**config.mk**
```make
export PLATFORM = sky130hd
export DESIGN_NAME = triac_phase_angle_firing
export DESIGN_NICKNAME = d
export VERILOG_FILES = /design/src/hw/rtl/tpaf_pkg.sv /design/src/hw/rtl/triac_phase_angle_firing.sv
export SDC_FILE = /design/constraint.sdc
export NUM_CORES = 1
export LEC_CHECK = 0
export CAP_MARGIN = 20
export CORE_ASPECT_RATIO = 1.1
export CORE_UTILIZATION = 51
export DETAILED_ROUTE_END_ITERATION = 6
export DONT_BUFFER_PORTS = 1
export PLACE_DENSITY = 0.66
export SETUP_SLACK_MARGIN = 0.5
export SLEW_MARGIN = 20
export SYNTH_ARGS = -nofsm -noshare
export SYNTH_HDL_FRONTEND = slang
export SYNTH_SLANG_ARGS = --single-unit
```
**constraint.sdc**
```tcl
create_clock -name clock -period 3 [get_ports clock]
set_clock_uncertainty 0.2 [all_clocks]
set_input_delay 0.15 -clock clock [delete_from_list [all_inputs] [get_ports clock]]
set_output_delay 0.15 -clock clock [all_outputs]
set_load 0.005 [all_outputs]
```
**src/hw/rtl/tpaf_pkg.sv**
```systemverilog
`timescale 1ns / 1ps
`default_nettype none

package tpaf_pkg;

   localparam int TablePoints = 6;
   localparam int VoltW       = 8;
   localparam int DelayW      = 12;
   localparam int CountW      = 12;
   localparam int PulseW      = 8;
   localparam int LutDepth    = 1 << VoltW;

   localparam int  TBL_DELAY [TablePoints] = '{300, 1100, 1500, 1800, 2000, 2400};
   localparam int  TBL_VOLT  [TablePoints] = '{220, 200, 150, 110, 77, 20};

   localparam logic [PulseW-1:0] PULSE_RESET = 8'd10;
   localparam logic [DelayW-1:0] DELAY_MIN   = 12'd300;
   localparam logic [DelayW-1:0] DELAY_MAX   = 12'd2400;

   typedef enum logic [2:0] {
      PH_IDLE  = 3'b001,
      PH_DELAY = 3'b010,
      PH_PULSE = 3'b100
   } phase_type;

   typedef struct packed {
      logic [VoltW-1:0] voltage;
      logic             zero_cross;
   } req_data_type;

   typedef struct packed {
      logic              busy_res;
      logic [DelayW-1:0] fire_delay;
      logic              gate;
   } rsp_data_type;

   // first curve segment holding a voltage, evaluated at elaboration only
   function automatic int segment_of(input int v);
      int seg;
      seg = TablePoints - 2;
      for (int k = TablePoints - 3; k >= 0; k--) begin
         if (v >= TBL_VOLT[k+1]) begin
            seg = k;
         end
      end
      return seg;
   endfunction

endpackage

`default_nettype wire

```
**src/hw/rtl/triac_phase_angle_firing.sv**
```systemverilog
`timescale 1ns / 1ps
`default_nettype none
// triac phase-angle firing controller, one request transfer per microsecond tick.
// request channel: tdata carries the zero-cross flag and the requested voltage.
// response channel: one transfer per request, giving gate, firing delay and busy
// as they stand after that tick.
// a zero-cross is held pending; when idle it starts a countdown of the delay
// looked up from the voltage, then the gate is driven for csr_wdata ticks
// (written through csr_wen, zero acts as one).
// a response is registered: it enters the response register, or the skid register
// while the output is held. throughput: one transfer per cycle while req_tready is
// high; the lookup and next-state logic sit between the request and those registers.
// a two-entry output (response register plus skid register) lets a request be
// taken while a response waits; req_tready drops only when both are full.
// reset: synchronous, clears pending cross, phase, count and both output
// entries, and sets the pulse length to ten ticks.
// a stalled receiver simply holds the response; state advances only per
// accepted request, so timing is counted in transfers, not cycles.
module triac_phase_angle_firing (
   input  wire         clock,
   input  wire         reset,
   input  wire         req_tvalid,
   output logic        req_tready,
   input  wire  [15:0] req_tdata,   // zero_cross, voltage[8:1], zeros
   output logic        rsp_tvalid,
   input  wire         rsp_tready,
   output logic [15:0] rsp_tdata,   // gate, fire_delay[12:1], busy_res[13], zeros
   input  wire         csr_wen,
   input  wire  [7:0]  csr_wdata
);

   tpaf_pkg::req_data_type             req;
   tpaf_pkg::rsp_data_type             res;
   tpaf_pkg::rsp_data_type             out_data_ff, out_data_in;
   tpaf_pkg::rsp_data_type             skid_data_ff, skid_data_in;
   logic                               out_valid_ff, out_valid_in;
   logic                               skid_valid_ff, skid_valid_in;
   tpaf_pkg::phase_type                phase_ff, phase_in;
   logic                               pending_ff, pending_in;
   logic [tpaf_pkg::CountW-1:0]        count_ff, count_in;
   logic [tpaf_pkg::PulseW-1:0]        pulse_len_ff, pulse_len_in;
   logic [tpaf_pkg::PulseW-1:0]        pulse_m1;
   logic [tpaf_pkg::DelayW-1:0]        delay;
   logic [tpaf_pkg::DelayW-1:0]        delay_lut [tpaf_pkg::LutDepth];
   logic                               pend;
   logic                               accept;

   assign req        = tpaf_pkg::req_data_type'(req_tdata[8:0]);
   assign req_tready = !skid_valid_ff;
   assign accept     = req_tvalid && req_tready;
   assign rsp_tvalid = out_valid_ff;
   assign rsp_tdata  = {2'b00, out_data_ff};

   // voltage to firing delay, one constant entry per voltage
   for (genvar v = 0; v < tpaf_pkg::LutDepth; v++) begin : g_lut
      localparam int SegIdx = tpaf_pkg::segment_of(v);
      localparam int Entry  =
         (v >= tpaf_pkg::TBL_VOLT[0]) ? tpaf_pkg::TBL_DELAY[0] :
         (v <= tpaf_pkg::TBL_VOLT[tpaf_pkg::TablePoints-1]) ?
            tpaf_pkg::TBL_DELAY[tpaf_pkg::TablePoints-1] :
         tpaf_pkg::TBL_DELAY[SegIdx] +
            ((tpaf_pkg::TBL_VOLT[SegIdx] - v) *
             (tpaf_pkg::TBL_DELAY[SegIdx+1] - tpaf_pkg::TBL_DELAY[SegIdx])) /
            (tpaf_pkg::TBL_VOLT[SegIdx] - tpaf_pkg::TBL_VOLT[SegIdx+1]);
      assign delay_lut[v] = tpaf_pkg::DelayW'(Entry);
   end

   assign delay    = delay_lut[req.voltage];
   assign pulse_m1 = (pulse_len_ff == '0) ? '0 : pulse_len_ff - 1'b1;
   assign pend     = pending_ff || req.zero_cross;

   assign pulse_len_in = csr_wen ? csr_wdata : pulse_len_ff;

   // tick state machine
   always_comb begin
      phase_in   = phase_ff;
      pending_in = pending_ff;
      count_in   = count_ff;
      if (accept) begin
         pending_in = pend;
         unique case (phase_ff)
            tpaf_pkg::PH_DELAY: begin
               if (count_ff == '0) begin
                  phase_in = tpaf_pkg::PH_PULSE;
                  count_in = {{(tpaf_pkg::CountW-tpaf_pkg::PulseW){1'b0}}, pulse_m1};
               end else begin
                  count_in = count_ff - 1'b1;
               end
            end
            tpaf_pkg::PH_PULSE: begin
               if (count_ff == '0) begin
                  phase_in = tpaf_pkg::PH_IDLE;
               end else begin
                  count_in = count_ff - 1'b1;
               end
            end
            default: begin
               phase_in = tpaf_pkg::PH_IDLE;
               if (pend) begin
                  pending_in = 1'b0;
                  phase_in   = tpaf_pkg::PH_DELAY;
                  count_in   = delay - 1'b1;
               end
            end
         endcase
      end
   end

   always_comb begin
      res.gate       = (phase_in == tpaf_pkg::PH_PULSE);
      res.fire_delay = delay;
      res.busy_res   = (phase_in != tpaf_pkg::PH_IDLE);
   end

   // output register with skid entry
   always_comb begin
      out_valid_in  = out_valid_ff;
      out_data_in   = out_data_ff;
      skid_valid_in = skid_valid_ff;
      skid_data_in  = skid_data_ff;
      if (!out_valid_ff || rsp_tready) begin
         if (skid_valid_ff) begin
            out_valid_in  = 1'b1;
            out_data_in   = skid_data_ff;
            skid_valid_in = 1'b0;
         end else if (accept) begin
            out_valid_in = 1'b1;
            out_data_in  = res;
         end else begin
            out_valid_in = 1'b0;
         end
      end else if (accept) begin
         skid_valid_in = 1'b1;
         skid_data_in  = res;
      end
   end

   always_ff @(posedge clock) begin
      if (reset) begin
         phase_ff      <= tpaf_pkg::PH_IDLE;
         pending_ff    <= 1'b0;
         count_ff      <= '0;
         pulse_len_ff  <= tpaf_pkg::PULSE_RESET;
         out_valid_ff  <= 1'b0;
         skid_valid_ff <= 1'b0;
      end else begin
         phase_ff      <= phase_in;
         pending_ff    <= pending_in;
         count_ff      <= count_in;
         pulse_len_ff  <= pulse_len_in;
         out_valid_ff  <= out_valid_in;
         skid_valid_ff <= skid_valid_in;
      end
   end

   always_ff @(posedge clock) begin
      out_data_ff  <= out_data_in;
      skid_data_ff <= skid_data_in;
   end

`ifndef SYNTH
   a_skid_implies_out: assert property (@(posedge clock) disable iff (reset)
      skid_valid_ff |-> out_valid_ff)
      else $error("skid entry held without a response in the output register");

   a_gate_implies_busy: assert property (@(posedge clock) disable iff (reset)
      out_valid_ff |-> (!out_data_ff.gate || out_data_ff.busy_res))
      else $error("gate driven while not busy");

   a_delay_range: assert property (@(posedge clock) disable iff (reset)
      out_valid_ff |-> (out_data_ff.fire_delay >= tpaf_pkg::DELAY_MIN &&
                        out_data_ff.fire_delay <= tpaf_pkg::DELAY_MAX))
      else $error("firing delay out of range");

   a_start_clears_pending: assert property (@(posedge clock) disable iff (reset)
      (accept && phase_ff == tpaf_pkg::PH_IDLE && pend) |=>
      (!pending_ff && phase_ff == tpaf_pkg::PH_DELAY))
      else $error("pending cross not consumed on firing start");

   a_reset_empties: assert property (@(posedge clock)
      reset |=> (!out_valid_ff && !skid_valid_ff))
      else $error("output entries not cleared by reset");
`endif

endmodule

`default_nettype wire

```
==> results of run 1 <==
==> sequential cells by signal (all words and copies together) (netlist names) <==
signal and flops:
pending_ff 1, skid_valid_ff 1, count_ff 12, rsp_tdata 14, phase_ff 3, pulse_len_ff 8
rsp_tvalid 1, skid_data_ff 14
==> cells in the final DEF, fill, tap and decap left out, types with 5 or more instances in the layout <==
cell type	netlist	routed
edfxtp_1	28	28
a21oi_1	30	28
a31oi_1	6	6
o221ai_1	5	5
nand2_1	39	37
mux2_2	9	9
dlygate4sd3_1	0	17
and2_1	6	6
o31ai_1	5	5
buf_4	7	16
inv_1	22	19
ha_1	18	11
o21ai_0	29	27
o21a_1	6	6
xnor2_1	14	14
o211ai_1	9	9
nand3_1	11	11
mux2i_1	20	17
ha_4	0	5
dfxtp_1	26	24
nor2_1	54	53
nand2b_1	15	15
a211oi_1	8	8
nand4_1	5	5
nor2b_1	11	10
clkbuf_8	0	5
o21ai_1	3	5
o22ai_1	6	6
or3_1	7	7
nor3_1	24	22
==> cell usage after synthesis, drive strengths merged, types with 5 or more instances <==
library cell,number
nor2,56
nand2,41
o21ai,33
a21oi,31
edfxtp,28
buf,27
dfxtp,26
nor3,24
inv,23
mux2i,20
ha,18
clkbuf,16
nand2b,15
xnor2,14
nand3,12
nor2b,11
mux2,10
a211oi,9
o211ai,9
and2,7
o21a,7
or3,7
a31oi,6
o221ai,6
o22ai,6
a311oi,5
nand4,5
nor4,5
o31ai,5
or2,5
==> metrics by stage <==
stage	setup slack (ps)	instances	power [uW]	hold WS (ps)	instance area (um^2)
after floorplan	343	557	1380	78.9	4780
after detailed placement	153	637	1450	26.6	4710
after global placement	239	637	1430	22.8	4710
after global routing	466	670	2120	-335	5140
final	547	670	2020	-317	5140
after CTS	504	663	1990	-327	5010
==> routing by layer <==
layer | global-route usage | wire length (um)
met5 | 0 | 0
met4 | 0.0805 | 210
met3 | 0.0432 | 788
met2 | 0.451 | 6050
met1 | 0.350 | 5420
==> cell type report <==
cell class / instances / area share
inverters: 23 / 0.0197
flip-flops and latches: 54 / 0.266
clock buffers: 5 / 0.0134
repair buffers: 34 / 0.0586
well taps: 114 / 0.0277
clock inverters: 3 / 0.00924
multi-input cells: 437 / 0.606
==> what timing repair did <==
item | in CTS | in global routing
buffers inserted | 1 | 7
endpoints found under the setup margin | 6 | 9
gates resized for setup | 1 | 21
cloned | 0 | 0
pin swaps | 1 | 7
hold endpoints to repair | 30 | 12
==> worst max path at each step <==
stage                  from      endpoint  slack (ps)
2_1_floorplan  req_tdata[3]  count_ff[10]         340
3_5_place_dp   req_tdata[1]  count_ff[10]         150
6_report       req_tdata[1]  count_ff[10]         550
5_1_grt         count_ff[7]  rsp_tdata[0]         470
3_3_place_gp   req_tdata[1]   count_ff[7]         240
4_1_cts         count_ff[0]  count_ff[10]         500
==> power breakdown <==
group	total (uW)	switching (uW)	internal (uW)
sequential	887	49.8	837
clock	520	264	255
combinational	612	329	282
total	2020	643	1380
==> worst max-delay path: cells and delay by family <==
family / cells / cell delay, ps
AOI/OAI and AO/OA: 5 / 1030
buffers and inverters: 2 / 300
adders and majority gates: 1 / 410
and+or+nand+nor: 3 / 570
==> logic make-up (layout without fill, tap and decap cells) <==
| kind of cell | count (synthesis) | in the layout | synth area share |
|---|---|---|---|
| and+or+nand+nor | 208 | 208 | 0.231 |
| AOI/OAI and AO/OA | 161 | 161 | 0.255 |
| buffers and inverters | 66 | 65 | 0.0723 |
| DFF | 54 | 54 | 0.292 |
| muxes | 30 | 30 | 0.0672 |
| adders and majority gates | 18 | 18 | 0.0484 |
| xor gates and xnor gates | 18 | 18 | 0.0339 |
| other | 1 | 2 | 0.000805 |
==> flow_summary.html, run 1 <==
<table>
<tr><th>Metric</th><th>Value</th></tr>
<tr><th colspan="2">Run status</th></tr>
<tr><td>Result of the run</td><td>finished, violations left</td></tr>
<tr><td>Violated checks</td><td>hold timing</td></tr>
<tr><th colspan="2">Synth</th></tr>
<tr><td>Most used flip-flop cell after synthesis</td><td>edfxtp_1</td></tr>
<tr><td>Area of the mapped netlist</td><td>4660 um^2</td></tr>
<tr><td>Number of synthesized flops with an enable pin</td><td>28</td></tr>
<tr><td>Synthesis-stage register bit count</td><td>54</td></tr>
<tr><td>Register area share after synthesis</td><td>0.292</td></tr>
<tr><td>Number of unique standard cell types used by synthesis</td><td>90</td></tr>
<tr><td>Proportion of netlist area held by the largest area contributor</td><td>0.181</td></tr>
<tr><td>Synth Instances</td><td>556</td></tr>
<tr><td>Library cell occupying the most area in the post-synthesis netlist</td><td>edfxtp_1</td></tr>
<tr><td>Synth Area per Inst</td><td>8.38 um^2</td></tr>
<tr><td>Synthesis Warnings</td><td>0</td></tr>
<tr><td>Share of synthesized flip-flops with an asynchronous set or reset</td><td>0</td></tr>
<tr><td>Cell types occupying the most area after synthesis</td><td>edfxtp_1 (18%), dfxtp_1 (11%), ha_1 (4.8%)</td></tr>
<tr><th colspan="2">Setup path</th></tr>
<tr><td>Data arrival time of the critical path</td><td>2480 ps</td></tr>
<tr><td>Max incr delay on CP</td><td>410 ps</td></tr>
<tr><td>Category of the most critical setup path</td><td>input port to register</td></tr>
<tr><td>R2R Path End</td><td>rsp_tdata[0]</td></tr>
<tr><td>Cell breakdown of the critical path</td><td>clkinvlp_4 &gt; ha_4 &gt; buf_4 &gt; and3b_1 &gt; o21ai_0 &gt; a31oi_1 &gt; o221ai_1 &gt; a21oi_2 &gt; nand3_2 &gt; or3_1 &gt; a211o_1</td></tr>
<tr><td>Sort of element at the start of the critical path</td><td>input port</td></tr>
<tr><td>Register-to-register setup slack</td><td>580 ps</td></tr>
<tr><td>CP required</td><td>3020 ps</td></tr>
<tr><td>Slowest-stage cell, CP</td><td>ha_4</td></tr>
<tr><td>Crit Path Max Fanout</td><td>10</td></tr>
<tr><td>Launch instance of the worst register-to-register path</td><td>count_ff[7]</td></tr>
<tr><td>Cell count of the worst reg-to-reg path</td><td>7</td></tr>
<tr><td>Category of the worst setup path capture point</td><td>register</td></tr>
<tr><th colspan="2">STA</th></tr>
<tr><td>Max Clock Freq</td><td>0.408 GHz</td></tr>
<tr><td>Number of endpoints failing setup at the final stage</td><td>0</td></tr>
<tr><td>Worst slew margin relative to its limit</td><td>0.588</td></tr>
<tr><td>Worst Tran Pin Value</td><td>618 ps</td></tr>
<tr><td>Post-route fraction of the period consumed by the critical path</td><td>0.818</td></tr>
<tr><td>Final hold slack</td><td>-317 ps</td></tr>
<tr><td>Number of pins with negative max-slew slack in the final report</td><td>0</td></tr>
<tr><td>Hold Vio Cnt, Final</td><td>12</td></tr>
<tr><td>Min Tclk post-route</td><td>2450 ps</td></tr>
<tr><td>Total negative slack for setup checks</td><td>0 ps</td></tr>
<tr><td>Unrepaired setup endpoints after global routing</td><td>no</td></tr>
<tr><th colspan="2">Final layout</th></tr>
<tr><td>Signed area change from the synthesized netlist to the final layout</td><td>10.5%</td></tr>
<tr><td>Share of the core filled with cells in the final layout</td><td>0.580</td></tr>
<tr><td>Area of combinational cells with multiple inputs</td><td>3120 um^2</td></tr>
<tr><td>Area taken by flip-flops and latches</td><td>1370 um^2</td></tr>
<tr><td>Number of nets in the layout</td><td>602</td></tr>
<tr><td>Fraction of layout instances using a drive strength above 1</td><td>0.165</td></tr>
<tr><td>Count of fill cells added during filler insertion</td><td>806</td></tr>
<tr><td>Diode count</td><td>0</td></tr>
<tr><th colspan="2">Place</th></tr>
<tr><td>Final weighted congestion of routability-driven global placement</td><td>0.929</td></tr>
<tr><td># port buffers</td><td>0</td></tr>
<tr><td>Half-perimeter wire length after detailed placement</td><td>8620 um</td></tr>
<tr><th colspan="2">Global routing</th></tr>
<tr><td>Total congestion overflow after global routing</td><td>0</td></tr>
<tr><td>Pin count of the biggest net entering global routing</td><td>55</td></tr>
<tr><td>Initial antenna violation count</td><td>0</td></tr>
<tr><td>Global-route usage over all layers</td><td>0.266</td></tr>
<tr><td>Number of global-route vias before repair</td><td>3987</td></tr>
<tr><td>First-pass GRT wire length</td><td>20000 um</td></tr>
<tr><th colspan="2">Clocking</th></tr>
<tr><td>Clock slew seen by the registers of the worst setup and hold paths</td><td>110 ps</td></tr>
<tr><td>Clk buf depth</td><td>2</td></tr>
<tr><td>Clock insertion delay at the later pin of the skew report</td><td>320 ps</td></tr>
<tr><td>TritonCTS clock tree</td><td>built</td></tr>
<tr><td>Hold buffer count at cts</td><td>17</td></tr>
<tr><td>Cts bufs inserted</td><td>5</td></tr>
<tr><td>Maximum level of the CTS H-tree</td><td>2</td></tr>
<tr><td>Clock Sink Count</td><td>54</td></tr>
<tr><td>CTS Root Buffer Type</td><td>clkbuf_8</td></tr>
<tr><th colspan="2">Die</th></tr>
<tr><td>I/O pin total</td><td>47</td></tr>
<tr><td>Die Ht</td><td>102 um</td></tr>
<tr><td>Die area</td><td>9520 um^2</td></tr>
<tr><td>Std-Cell Rows</td><td>36</td></tr>
<tr><td>Die X-Extent</td><td>93.1 um</td></tr>
<tr><td>Area of the core region</td><td>8870 um^2</td></tr>
<tr><td>Initial cell density of the core</td><td>0.525</td></tr>
<tr><th colspan="2">Route</th></tr>
<tr><td>Total via count after detailed routing</td><td>4253</td></tr>
<tr><td>Count of antenna-violating nets left after detailed routing</td><td>0</td></tr>
<tr><td>Detailed-route vias per instance</td><td>6.35</td></tr>
<tr><td>Post-DR wirelength/cell</td><td>18.6 um</td></tr>
<tr><td>Overall routed net length</td><td>12500 um</td></tr>
<tr><td>Number of violations reported at the end of detailed-routing iteration 0</td><td>354</td></tr>
<tr><td>Remaining design rule violation count</td><td>0</td></tr>
<tr><td>Number of iterations in the first detailed-routing pass</td><td>5</td></tr>
<tr><th colspan="2">Pwr</th></tr>
<tr><td>Pwr Density</td><td>392 nW/um^2</td></tr>
<tr><td>Highest ir drop seen on vdd</td><td>250 uV</td></tr>
<tr><td>LEAKAGE</td><td>0.00187 uW</td></tr>
<tr><th colspan="2">Worst hold path</th></tr>
<tr><td>Endpoint of the worst hold path</td><td>phase_ff[2]</td></tr>
<tr><td>Startpoint of the lowest-slack hold path</td><td>reset</td></tr>
<tr><td>Hold Crit Class</td><td>input port to register</td></tr>
<tr><td>Hold Path Stages</td><td>1</td></tr>
<tr><th colspan="2">Flow run</th></tr>
<tr><td>Max-cap violations</td><td>0</td></tr>
</table>
Power figures use the tool's default switching activity.
==> inputs of run 2 (changes only) <==
--- a/config.mk
+++ b/config.mk
@@ -5,12 +5,13 @@
 export SDC_FILE = /design/constraint.sdc
 export NUM_CORES = 1
 export LEC_CHECK = 0
+export ABC_AREA = 1
 export CAP_MARGIN = 20
 export CORE_ASPECT_RATIO = 1.1
 export CORE_UTILIZATION = 51
 export DETAILED_ROUTE_END_ITERATION = 6
 export DONT_BUFFER_PORTS = 1
-export PLACE_DENSITY = 0.66
+export PLACE_DENSITY = 0.69
 export SETUP_SLACK_MARGIN = 0.5
 export SLEW_MARGIN = 20
 export SYNTH_ARGS = -nofsm -noshare
==> constraint.sdc (replaced) <==
create_clock -name clock -period 2.2 [get_ports clock]
set_clock_uncertainty 0.2 [all_clocks]
set_input_delay 0.11 -clock clock [delete_from_list [all_inputs] [get_ports clock]]
set_output_delay 0.11 -clock clock [all_outputs]
set_load 0.005 [all_outputs]
==> flow_summary.html, run 2 <==
<table>
<tr><th>Metric</th><th>Value</th></tr>
<tr><th colspan="2">Run status</th></tr>
<tr><td>Result of the run</td><td>finished, violations left (unchanged)</td></tr>
<tr><td>Violated checks</td><td>hold timing (unchanged)</td></tr>
<tr><th colspan="2">STA</th></tr>
<tr><td>Unrepaired setup endpoints after global routing</td><td>yes (was no)</td></tr>
<tr><td>Hold Vio Cnt, Final</td><td>3 (was 12)</td></tr>
<tr><td>Worst slew margin relative to its limit</td><td>0.619 (was 0.588)</td></tr>
<tr><td>Number of pins with negative max-slew slack in the final report</td><td>0 (unchanged)</td></tr>
<tr><td>Total negative slack for setup checks</td><td>0 ps (unchanged)</td></tr>
<tr><td>Min Tclk post-route</td><td>2050 ps</td></tr>
<tr><td>Max Clock Freq</td><td>0.488 GHz</td></tr>
<tr><td>Worst Tran Pin Value</td><td>571 ps (was 618 ps)</td></tr>
<tr><td>Final hold slack</td><td>-46.3 ps (was -317 ps)</td></tr>
<tr><td>Post-route fraction of the period consumed by the critical path</td><td>0.931</td></tr>
<tr><td>Worst setup slack after layout</td><td>151 ps (was 547 ps)</td></tr>
<tr><td>Number of endpoints failing setup at the final stage</td><td>0 (unchanged)</td></tr>
<tr><th colspan="2">Die</th></tr>
<tr><td>Die Ht</td><td>99.0 um (was 102 um)</td></tr>
<tr><td>Area of the core region</td><td>8320 um^2 (was 8870 um^2)</td></tr>
<tr><td>Initial cell density of the core</td><td>0.524 (was 0.525)</td></tr>
<tr><td>Die X-Extent</td><td>90.1 um (was 93.1 um)</td></tr>
<tr><td>Std-Cell Rows</td><td>35 (was 36)</td></tr>
<tr><td>I/O pin total</td><td>47 (unchanged)</td></tr>
<tr><td>Die area</td><td>8920 um^2 (was 9520 um^2)</td></tr>
<tr><th colspan="2">Pwr</th></tr>
<tr><td>Clock share of power</td><td>0.226 (was 0.258)</td></tr>
<tr><td>Switching share of power</td><td>0.347 (was 0.319)</td></tr>
<tr><td>Logic pwr share</td><td>0.357 (was 0.303)</td></tr>
<tr><td>Pwr Density</td><td>518 nW/um^2 (was 392 nW/um^2)</td></tr>
<tr><td>Seq pwr share</td><td>0.417 (was 0.439)</td></tr>
<tr><td>Int Power</td><td>1870 uW (was 1380 uW)</td></tr>
<tr><td>Highest ir drop seen on vdd</td><td>257 uV (was 250 uV)</td></tr>
<tr><td>Power dissipated by switching net loads</td><td>993 uW (was 643 uW)</td></tr>
<tr><td>LEAKAGE</td><td>0.00240 uW (was 0.00187 uW)</td></tr>
<tr><th colspan="2">Final layout</th></tr>
<tr><td>Area of combinational cells with multiple inputs</td><td>2990 um^2 (was 3120 um^2)</td></tr>
<tr><td>Leading cell type in the layout, fill and taps excluded</td><td>nand2_1 (was nor2_1)</td></tr>
<tr><td>Highest-count cells in the layout ignoring fill and taps</td><td>nand2_1 (141), inv_1 (48), nand3_1 (47), nor2_1 (41) (was nor2_1 (53), nand2_1 (37), a21oi_1 (28), edfxtp_1 (28), o21ai_0 (27))</td></tr>
<tr><td>Area taken by flip-flops and latches</td><td>1370 um^2 (about the same)</td></tr>
<tr><td>Number of nets in the layout</td><td>737 (was 602)</td></tr>
<tr><td>Share of the core filled with cells in the final layout</td><td>0.664 (was 0.580)</td></tr>
<tr><td>Count of fill cells added during filler insertion</td><td>723 (was 806)</td></tr>
<tr><td>Fraction of layout instances using a drive strength above 1</td><td>0.301 (was 0.165)</td></tr>
<tr><td>Number of standard cells in the final layout excluding fillers</td><td>802 (was 670)</td></tr>
<tr><td>Diode count</td><td>0 (unchanged)</td></tr>
<tr><td>Signed area change from the synthesized netlist to the final layout</td><td>26.7% (was 10.5%)</td></tr>
<tr><th colspan="2">Synth</th></tr>
<tr><td>Synth Instances</td><td>640 (was 556)</td></tr>
<tr><td>Most used flip-flop cell after synthesis</td><td>edfxtp_1 (unchanged)</td></tr>
<tr><td>Compound-gate portion of the synthesized area</td><td>0.151 (was 0.255)</td></tr>
<tr><td>Synthesis Warnings</td><td>0 (unchanged)</td></tr>
<tr><td>Register area share after synthesis</td><td>0.312 (was 0.292)</td></tr>
<tr><td>Cell with the most instances after synthesis</td><td>nand2_1 (was nor2_1)</td></tr>
<tr><td>Cell types occupying the most area after synthesis</td><td>edfxtp_1 (19%), nand2_1 (14%), dfxtp_1 (12%) (was edfxtp_1 (18%), dfxtp_1 (11%), ha_1 (4.8%))</td></tr>
<tr><td>Mux share of post-synthesis cell area</td><td>0.00230 (was 0.0672)</td></tr>
<tr><td>Adder-cell share of the synthesized area</td><td>0.0517 (was 0.0484)</td></tr>
<tr><td>Area of the mapped netlist</td><td>4360 um^2 (was 4660 um^2)</td></tr>
<tr><td>Number of synthesized flops with an enable pin</td><td>28 (unchanged)</td></tr>
<tr><td>Share of synthesized cell area in and, or, nand and nor gates</td><td>0.342 (was 0.231)</td></tr>
<tr><td>Number of unique standard cell types used by synthesis</td><td>40 (was 90)</td></tr>
<tr><td>Share of synthesized flip-flops with an asynchronous set or reset</td><td>0 (unchanged)</td></tr>
<tr><td>Proportion of netlist area held by the largest area contributor</td><td>0.193 (was 0.181)</td></tr>
<tr><td>Combinational family with the most area after synthesis</td><td>simple AND/OR/NAND/NOR gates (was compound AO/OA/AOI/OAI gates)</td></tr>
<tr><td>Library cell occupying the most area in the post-synthesis netlist</td><td>edfxtp_1 (unchanged)</td></tr>
<tr><td>Ranking of synthesized cells by instance count</td><td>nand2_1 (159), nand3_1 (63), inv_1 (62) (was nor2_1 (54), nand2_1 (39), a21oi_1 (30))</td></tr>
<tr><td>Synthesis-stage register bit count</td><td>54 (unchanged)</td></tr>
<tr><td>Synth Area per Inst</td><td>6.81 um^2 (was 8.38 um^2)</td></tr>
<tr><td>Xor and xnor area share after synthesis</td><td>0.0301 (was 0.0339)</td></tr>
<tr><th colspan="2">Setup path</th></tr>
<tr><td>Crit Path Max Fanout</td><td>5 (was 10)</td></tr>
<tr><td>Category of the worst setup path capture point</td><td>register (unchanged)</td></tr>
<tr><td>CP required</td><td>2090 ps (was 3020 ps)</td></tr>
<tr><td>Sort of element at the start of the critical path</td><td>register (was input port)</td></tr>
<tr><td>Data arrival time of the critical path</td><td>1940 ps (was 2480 ps)</td></tr>
<tr><td>Category of the most critical setup path</td><td>register to register (was input port to register)</td></tr>
<tr><th colspan="2">Route</th></tr>
<tr><td>Number of iterations in the first detailed-routing pass</td><td>5 (unchanged)</td></tr>
<tr><td>Total via count after detailed routing</td><td>4504 (was 4253)</td></tr>
<tr><td>Post-DR wirelength/cell</td><td>15.2 um (was 18.6 um)</td></tr>
<tr><td>Number of violations reported at the end of detailed-routing iteration 0</td><td>267 (was 354)</td></tr>
<tr><td>Remaining design rule violation count</td><td>0 (unchanged)</td></tr>
<tr><td>Detailed-route vias per instance</td><td>5.62 (was 6.35)</td></tr>
<tr><td>Count of antenna-violating nets left after detailed routing</td><td>0 (unchanged)</td></tr>
<tr><td>Overall routed net length</td><td>12200 um (was 12500 um)</td></tr>
<tr><th colspan="2">Clocking</th></tr>
<tr><td>CTS Root Buffer Type</td><td>clkbuf_8 (unchanged)</td></tr>
<tr><td>Clock insertion delay at the later pin of the skew report</td><td>320 ps (about the same)</td></tr>
<tr><td>Maximum level of the CTS H-tree</td><td>2 (unchanged)</td></tr>
<tr><td>Clk buf depth</td><td>2 (unchanged)</td></tr>
<tr><td>Clock Sink Count</td><td>54 (unchanged)</td></tr>
<tr><td>Cts bufs inserted</td><td>5 (unchanged)</td></tr>
<tr><td>TritonCTS clock tree</td><td>built (unchanged)</td></tr>
<tr><td>Clock slew seen by the registers of the worst setup and hold paths</td><td>110 ps (about the same)</td></tr>
<tr><th colspan="2">Global routing</th></tr>
<tr><td>Global-route usage over all layers</td><td>0.263 (was 0.266)</td></tr>
<tr><td>Total congestion overflow after global routing</td><td>0 (unchanged)</td></tr>
<tr><td>Pin count of the biggest net entering global routing</td><td>28 (was 55)</td></tr>
<tr><td>First-pass GRT wire length</td><td>19300 um (was 20000 um)</td></tr>
<tr><td>Initial antenna violation count</td><td>0 (unchanged)</td></tr>
<tr><td>Number of global-route vias before repair</td><td>4164 (was 3987)</td></tr>
<tr><th colspan="2">Place</th></tr>
<tr><td>Count of placed standard cells including taps</td><td>757 (was 637)</td></tr>
<tr><td>Placement-stage worst setup slack</td><td>-137 ps (was 153 ps)</td></tr>
<tr><td>Half-perimeter wire length after detailed placement</td><td>8480 um (was 8620 um)</td></tr>
<tr><td># port buffers</td><td>0 (unchanged)</td></tr>
<tr><td>Final weighted congestion of routability-driven global placement</td><td>0.951 (was 0.929)</td></tr>
<tr><th colspan="2">Flow run</th></tr>
<tr><td>Max-cap violations</td><td>0 (unchanged)</td></tr>
<tr><th colspan="2">Worst hold path</th></tr>
<tr><td>Hold Crit Class</td><td>input port to register (unchanged)</td></tr>
</table>
[run 2: critical path, stage by stage (launching register included)]
cell and delay, ps:
dfxtp_2 340, inv_2 70, ha_4 140, nand3_4 80, nor4_4 200, nand2_2 140, mux2i_2 230, nor2_4 110
nor2_4 120, nand3_2 80, nand2_1 70, nand2_1 50
[run 2: final cells by class]
cell class / instances / area share
Clock inverter: 2 / 0.00317
Inverter: 70 / 0.0528
Timing Repair Buffer: 69 / 0.113
Tap cell: 111 / 0.0251
Clock buffer: 6 / 0.0170
Sequential cell: 54 / 0.248
Multi-Input combinational cell: 490 / 0.541
[run 2: metal layers]
layer | global-route usage | vias to the layer above | part of all wire
li1 | - | 2210 | -
met1 | 0.334 | 2093 | 0.43
met2 | 0.437 | 172 | 0.48
met3 | 0.0409 | 29 | 0.057
met4 | 0.125 | 0 | 0.033
met5 | 0 | - | 0
[run 2: cells by family after synthesis]
kind of cell | count (synthesis)
AND/OR/NAND/NOR | 331
flip-flops | 54
other | 1
AO/OA/AOI/OAI | 123
adder cells (fa/ha/maj) | 18
multiplexers | 1
XOR/XNOR | 15
buffers and inverters | 97
[run 2: path summary, 6_finish.rpt]
path	from	end	slack, ps	cells past startpoint
worst max-delay path	count_ff[1]	rsp_tdata[13]	150	11
worst min-delay path	req_tdata[5]	skid_data_ff[10]	-50	3
worst max register to register	count_ff[1]	rsp_tdata[13]	150	11
worst min register to register	pending_ff	pending_ff	280	2
[run 2: through the flow]
step / instance area, um^2 / power [uW]
after floorplan: 4430 / 1780
after global placement: 4600 / 1930
after detailed placement: 4600 / 1940
after CTS: 5080 / 2680
after global routing: 5520 / 3000
final: 5520 / 2860
[run 2: what timing repair did]
action,CTS,global route
pin swaps,7,39
endpoints found under the hold margin,25,5
hold buffers,15,1
buffers inserted,12,9
setup endpoints to repair,19,42
gates resized for setup,34,120
[run 2: power groups by stage]
stage               sequential [uW]  combinational (uW)  clock [uW]
floorplan                      1200                 583           0
finish                         1190                1020         646
CTS                            1190                 850         649
detailed placement             1210                 734           0
global route                   1200                1120         684
global placement               1200                 724           0
==> inputs of run 3 (changes only) <==
--- a/config.mk
+++ b/config.mk
@@ -11,7 +11,7 @@
 export CORE_UTILIZATION = 51
 export DETAILED_ROUTE_END_ITERATION = 6
 export DONT_BUFFER_PORTS = 1
-export PLACE_DENSITY = 0.69
+export PLACE_DENSITY = 0.66
 export SETUP_SLACK_MARGIN = 0.5
 export SLEW_MARGIN = 20
 export SYNTH_ARGS = -nofsm -noshare
==> constraint.sdc (replaced) <==
create_clock -name clock -period 2.4 [get_ports clock]
set_clock_uncertainty 0.2 [all_clocks]
set_input_delay 0.12 -clock clock [delete_from_list [all_inputs] [get_ports clock]]
set_output_delay 0.12 -clock clock [all_outputs]
set_load 0.005 [all_outputs]
==> flow_summary.html, run 3 (synthesis results as in run 2) <==
<table>
<tr><th>Metric</th><th>Value</th></tr>
<tr><th colspan="2">Final layout</th></tr>
<tr><td>Area taken by flip-flops and latches</td><td>1360 um^2 (was 1370 um^2)</td></tr>
<tr><td>Non-Filler Cell Area, Final</td><td>5310 um^2 (was 5520 um^2)</td></tr>
<tr><td>Highest-count cells in the layout ignoring fill and taps</td><td>nand2_1 (147), inv_1 (51), nor2_1 (50), nand3_1 (48), o21ai_0 (45) (was nand2_1 (141), inv_1 (48), nand3_1 (47), nor2_1 (41))</td></tr>
<tr><td>Diode count</td><td>0 (unchanged)</td></tr>
<tr><td>Count of fill cells added during filler insertion</td><td>756 (was 723)</td></tr>
<tr><td>Leading cell type in the layout, fill and taps excluded</td><td>nand2_1 (unchanged)</td></tr>
<tr><td>Fraction of layout instances using a drive strength above 1</td><td>0.240 (was 0.301)</td></tr>
<tr><td>Share of the core filled with cells in the final layout</td><td>0.638 (was 0.664)</td></tr>
<tr><td>Number of nets in the layout</td><td>724 (was 737)</td></tr>
<tr><td>Area of combinational cells with multiple inputs</td><td>2920 um^2 (was 2990 um^2)</td></tr>
<tr><td>Signed area change from the synthesized netlist to the final layout</td><td>21.9% (was 26.7%)</td></tr>
<tr><th colspan="2">Die</th></tr>
<tr><td>Std-Cell Rows</td><td>35 (unchanged)</td></tr>
<tr><td>Die X-Extent</td><td>90.1 um (unchanged)</td></tr>
<tr><td>Initial cell density of the core</td><td>0.524 (unchanged)</td></tr>
<tr><td>Area of the core region</td><td>8320 um^2 (unchanged)</td></tr>
<tr><td>Die Ht</td><td>99.0 um (unchanged)</td></tr>
<tr><td>Die area</td><td>8920 um^2 (unchanged)</td></tr>
<tr><td>I/O pin total</td><td>47 (unchanged)</td></tr>
<tr><th colspan="2">STA</th></tr>
<tr><td>Final hold slack</td><td>25.0 ps (was -46.3 ps)</td></tr>
<tr><td>Max Clock Freq</td><td>0.486 GHz (was 0.488 GHz)</td></tr>
<tr><td>Total negative slack for setup checks</td><td>0 ps (unchanged)</td></tr>
<tr><td>Worst slew margin relative to its limit</td><td>0.646 (was 0.619)</td></tr>
<tr><td>Hold Vio Cnt, Final</td><td>0 (was 3)</td></tr>
<tr><td>Worst Tran Pin Value</td><td>530 ps (was 571 ps)</td></tr>
<tr><td>Min Tclk post-route</td><td>2060 ps (was 2050 ps)</td></tr>
<tr><td>Number of endpoints failing setup at the final stage</td><td>0 (unchanged)</td></tr>
<tr><td>Number of pins with negative max-slew slack in the final report</td><td>0 (unchanged)</td></tr>
<tr><td>Post-route fraction of the period consumed by the critical path</td><td>0.858 (was 0.931)</td></tr>
<tr><td>Unrepaired setup endpoints after global routing</td><td>yes (unchanged)</td></tr>
<tr><th colspan="2">Place</th></tr>
<tr><td># port buffers</td><td>0 (unchanged)</td></tr>
<tr><td>Half-perimeter wire length after detailed placement</td><td>8600 um (was 8480 um)</td></tr>
<tr><td>Instance area at placement</td><td>4410 um^2 (was 4600 um^2)</td></tr>
<tr><td>Final weighted congestion of routability-driven global placement</td><td>0.976 (was 0.951)</td></tr>
<tr><th colspan="2">Pwr</th></tr>
<tr><td>Highest ir drop seen on vdd</td><td>306 uV (was 257 uV)</td></tr>
<tr><td>Pwr Density</td><td>470 nW/um^2 (was 518 nW/um^2)</td></tr>
<tr><td>LEAKAGE</td><td>0.00232 uW (was 0.00240 uW)</td></tr>
<tr><th colspan="2">Route</th></tr>
<tr><td>Total via count after detailed routing</td><td>4435 (was 4504)</td></tr>
<tr><td>Count of antenna-violating nets left after detailed routing</td><td>0 (unchanged)</td></tr>
<tr><td>Overall routed net length</td><td>12200 um (about the same)</td></tr>
<tr><td>Remaining design rule violation count</td><td>0 (unchanged)</td></tr>
<tr><td>Number of violations reported at the end of detailed-routing iteration 0</td><td>344 (was 267)</td></tr>
<tr><td>Detailed-route vias per instance</td><td>5.62 (about the same)</td></tr>
<tr><td>Post-DR wirelength/cell</td><td>15.5 um (was 15.2 um)</td></tr>
<tr><td>Number of iterations in the first detailed-routing pass</td><td>7 (was 5)</td></tr>
<tr><th colspan="2">Setup path</th></tr>
<tr><td>Crit Path Max Fanout</td><td>5 (unchanged)</td></tr>
<tr><td>Category of the most critical setup path</td><td>register to register (unchanged)</td></tr>
<tr><td>Cell count of the worst reg-to-reg path</td><td>12 (was 11)</td></tr>
<tr><td>Max incr delay on CP</td><td>350 ps (was 340 ps)</td></tr>
<tr><td>Register-to-register setup slack</td><td>340 ps (was 150 ps)</td></tr>
<tr><td>Launch instance of the worst register-to-register path</td><td>count_ff[1] (unchanged)</td></tr>
<tr><td>Cell breakdown of the critical path</td><td>inv_2 &gt; ha_4 &gt; nand3_4 &gt; nor4_4 &gt; nand2_2 &gt; mux2i_2 &gt; nor2_2 &gt; buf_6 &gt; buf_8 &gt; inv_8 &gt; nor3_2 &gt; a211oi_1 (was inv_2 &gt; ha_4 &gt; nand3_4 &gt; nor4_4 &gt; nand2_2 &gt; mux2i_2 &gt; nor2_4 &gt; nor2_4 &gt; nand3_2 &gt; nand2_1 &gt; nand2_1)</td></tr>
<tr><td>Slowest-stage cell, CP</td><td>dfxtp_2 (unchanged)</td></tr>
<tr><td>Sort of element at the start of the critical path</td><td>register (unchanged)</td></tr>
<tr><td>Data arrival time of the critical path</td><td>2080 ps (was 1940 ps)</td></tr>
<tr><td>Capturing element of the worst setup path</td><td>count_ff[1] (was rsp_tdata[13])</td></tr>
<tr><td>Cell depth of the worst setup path</td><td>12 (was 11)</td></tr>
<tr><td>Gate family responsible for the most delay along the worst path</td><td>simple AND/OR/NAND/NOR gates (unchanged)</td></tr>
<tr><td>R2R Path End</td><td>count_ff[1] (was rsp_tdata[13])</td></tr>
<tr><td>Start point of the critical path</td><td>count_ff[1] (unchanged)</td></tr>
<tr><td>CP required</td><td>2430 ps (was 2090 ps)</td></tr>
<tr><td>Category of the worst setup path capture point</td><td>register (unchanged)</td></tr>
<tr><td>Count of buffer and inverter cells on the critical path</td><td>4 (was 1)</td></tr>
<tr><th colspan="2">Global routing</th></tr>
<tr><td>Pin count of the biggest net entering global routing</td><td>28 (unchanged)</td></tr>
<tr><td>Number of global-route vias before repair</td><td>4000 (was 4164)</td></tr>
<tr><td>Global-route usage over all layers</td><td>0.266 (was 0.263)</td></tr>
<tr><td>Total congestion overflow after global routing</td><td>0 (unchanged)</td></tr>
<tr><td>Initial antenna violation count</td><td>0 (unchanged)</td></tr>
<tr><td>First-pass GRT wire length</td><td>19200 um (was 19300 um)</td></tr>
<tr><th colspan="2">Clocking</th></tr>
<tr><td>Clock insertion delay at the later pin of the skew report</td><td>310 ps (was 320 ps)</td></tr>
<tr><td>Clock slew seen by the registers of the worst setup and hold paths</td><td>110 ps (about the same)</td></tr>
<tr><td>Clock Sink Count</td><td>54 (unchanged)</td></tr>
<tr><td>CTS Root Buffer Type</td><td>clkbuf_8 (unchanged)</td></tr>
<tr><td>TritonCTS clock tree</td><td>built (unchanged)</td></tr>
<tr><td>Cts bufs inserted</td><td>5 (unchanged)</td></tr>
<tr><td>Maximum level of the CTS H-tree</td><td>2 (unchanged)</td></tr>
<tr><td>Clk buf depth</td><td>2 (unchanged)</td></tr>
<tr><th colspan="2">Run status</th></tr>
<tr><td>Result of the run</td><td>finished, final reports clean (was finished, violations left)</td></tr>
<tr><th colspan="2">Worst hold path</th></tr>
<tr><td>Hold Crit Class</td><td>input port to register (unchanged)</td></tr>
<tr><th colspan="2">Flow run</th></tr>
<tr><td>Max-cap violations</td><td>0 (unchanged)</td></tr>
</table>
==> run 3: how the worst min path moves through the flow <==
stage                             from  cells past startpoint  slack [ps]              end
final                     req_tdata[7]                      3          20    rsp_tdata[12]
after global routing      req_tdata[8]                      3          30  skid_data_ff[7]
after detailed placement         reset                      1          -7       pending_ff
after global placement           reset                      1          -8      count_ff[0]
after floorplan                csr_wen                      1          30  pulse_len_ff[3]
after CTS                 req_tdata[8]                      2           2  skid_data_ff[6]
==> run 3: cell type report <==
class / count / area share
inverter: 70 / 0.0532
multi-input combinational: 490 / 0.550
sequential: 54 / 0.257
tap: 111 / 0.0261
timing repair buffer: 55 / 0.0935
clock buffer: 5 / 0.0130
timing repair inverter: 1 / 0.00212
clock inverter: 3 / 0.00542
==> run 3: through the flow <==
stage | std cells | setup slack (ps) | power (uW)
after floorplan | 641 | 350 | 1620
after global placement | 737 | 66.6 | 1720
after detailed placement | 737 | -2.39 | 1740
after CTS | 780 | 315 | 2390
after global routing | 789 | 205 | 2630
final | 789 | 342 | 2500
==> run 3: routing by layer <==
metal	wire length, um	up-vias	GRT usage
met5	0	-	0
met4	422	0	0.119
met3	743	36	0.0347
met2	5870	183	0.439
met1	5170	2043	0.350
li1	-	2173	-
==> run 3: worst register-to-register path, stage by stage, from the launching register on <==
cell	delay [ps]
dfxtp_2	350
inv_2	70
ha_4	150
nand3_4	80
nor4_4	200
nand2_2	130
mux2i_2	190
nor2_2	80
buf_6	130
buf_8	130
inv_8	60
nor3_2	40
a211oi_1	170
==> run 3: power by group <==
part	switching, uW	internal, uW	total, uW
combinational	521	337	859
sequential	46.6	1040	1090
clock	329	217	546
==> run 3: timing repair <==
action | in CTS | in global routing
hold buffers | 19 | 1
gates resized for setup | 50 | 71
gates cloned | 2 | 0
pin swaps | 26 | 22
setup endpoints to repair | 16 | 20
endpoints found under the hold margin | 23 | 1
setup buffers | 14 | 8
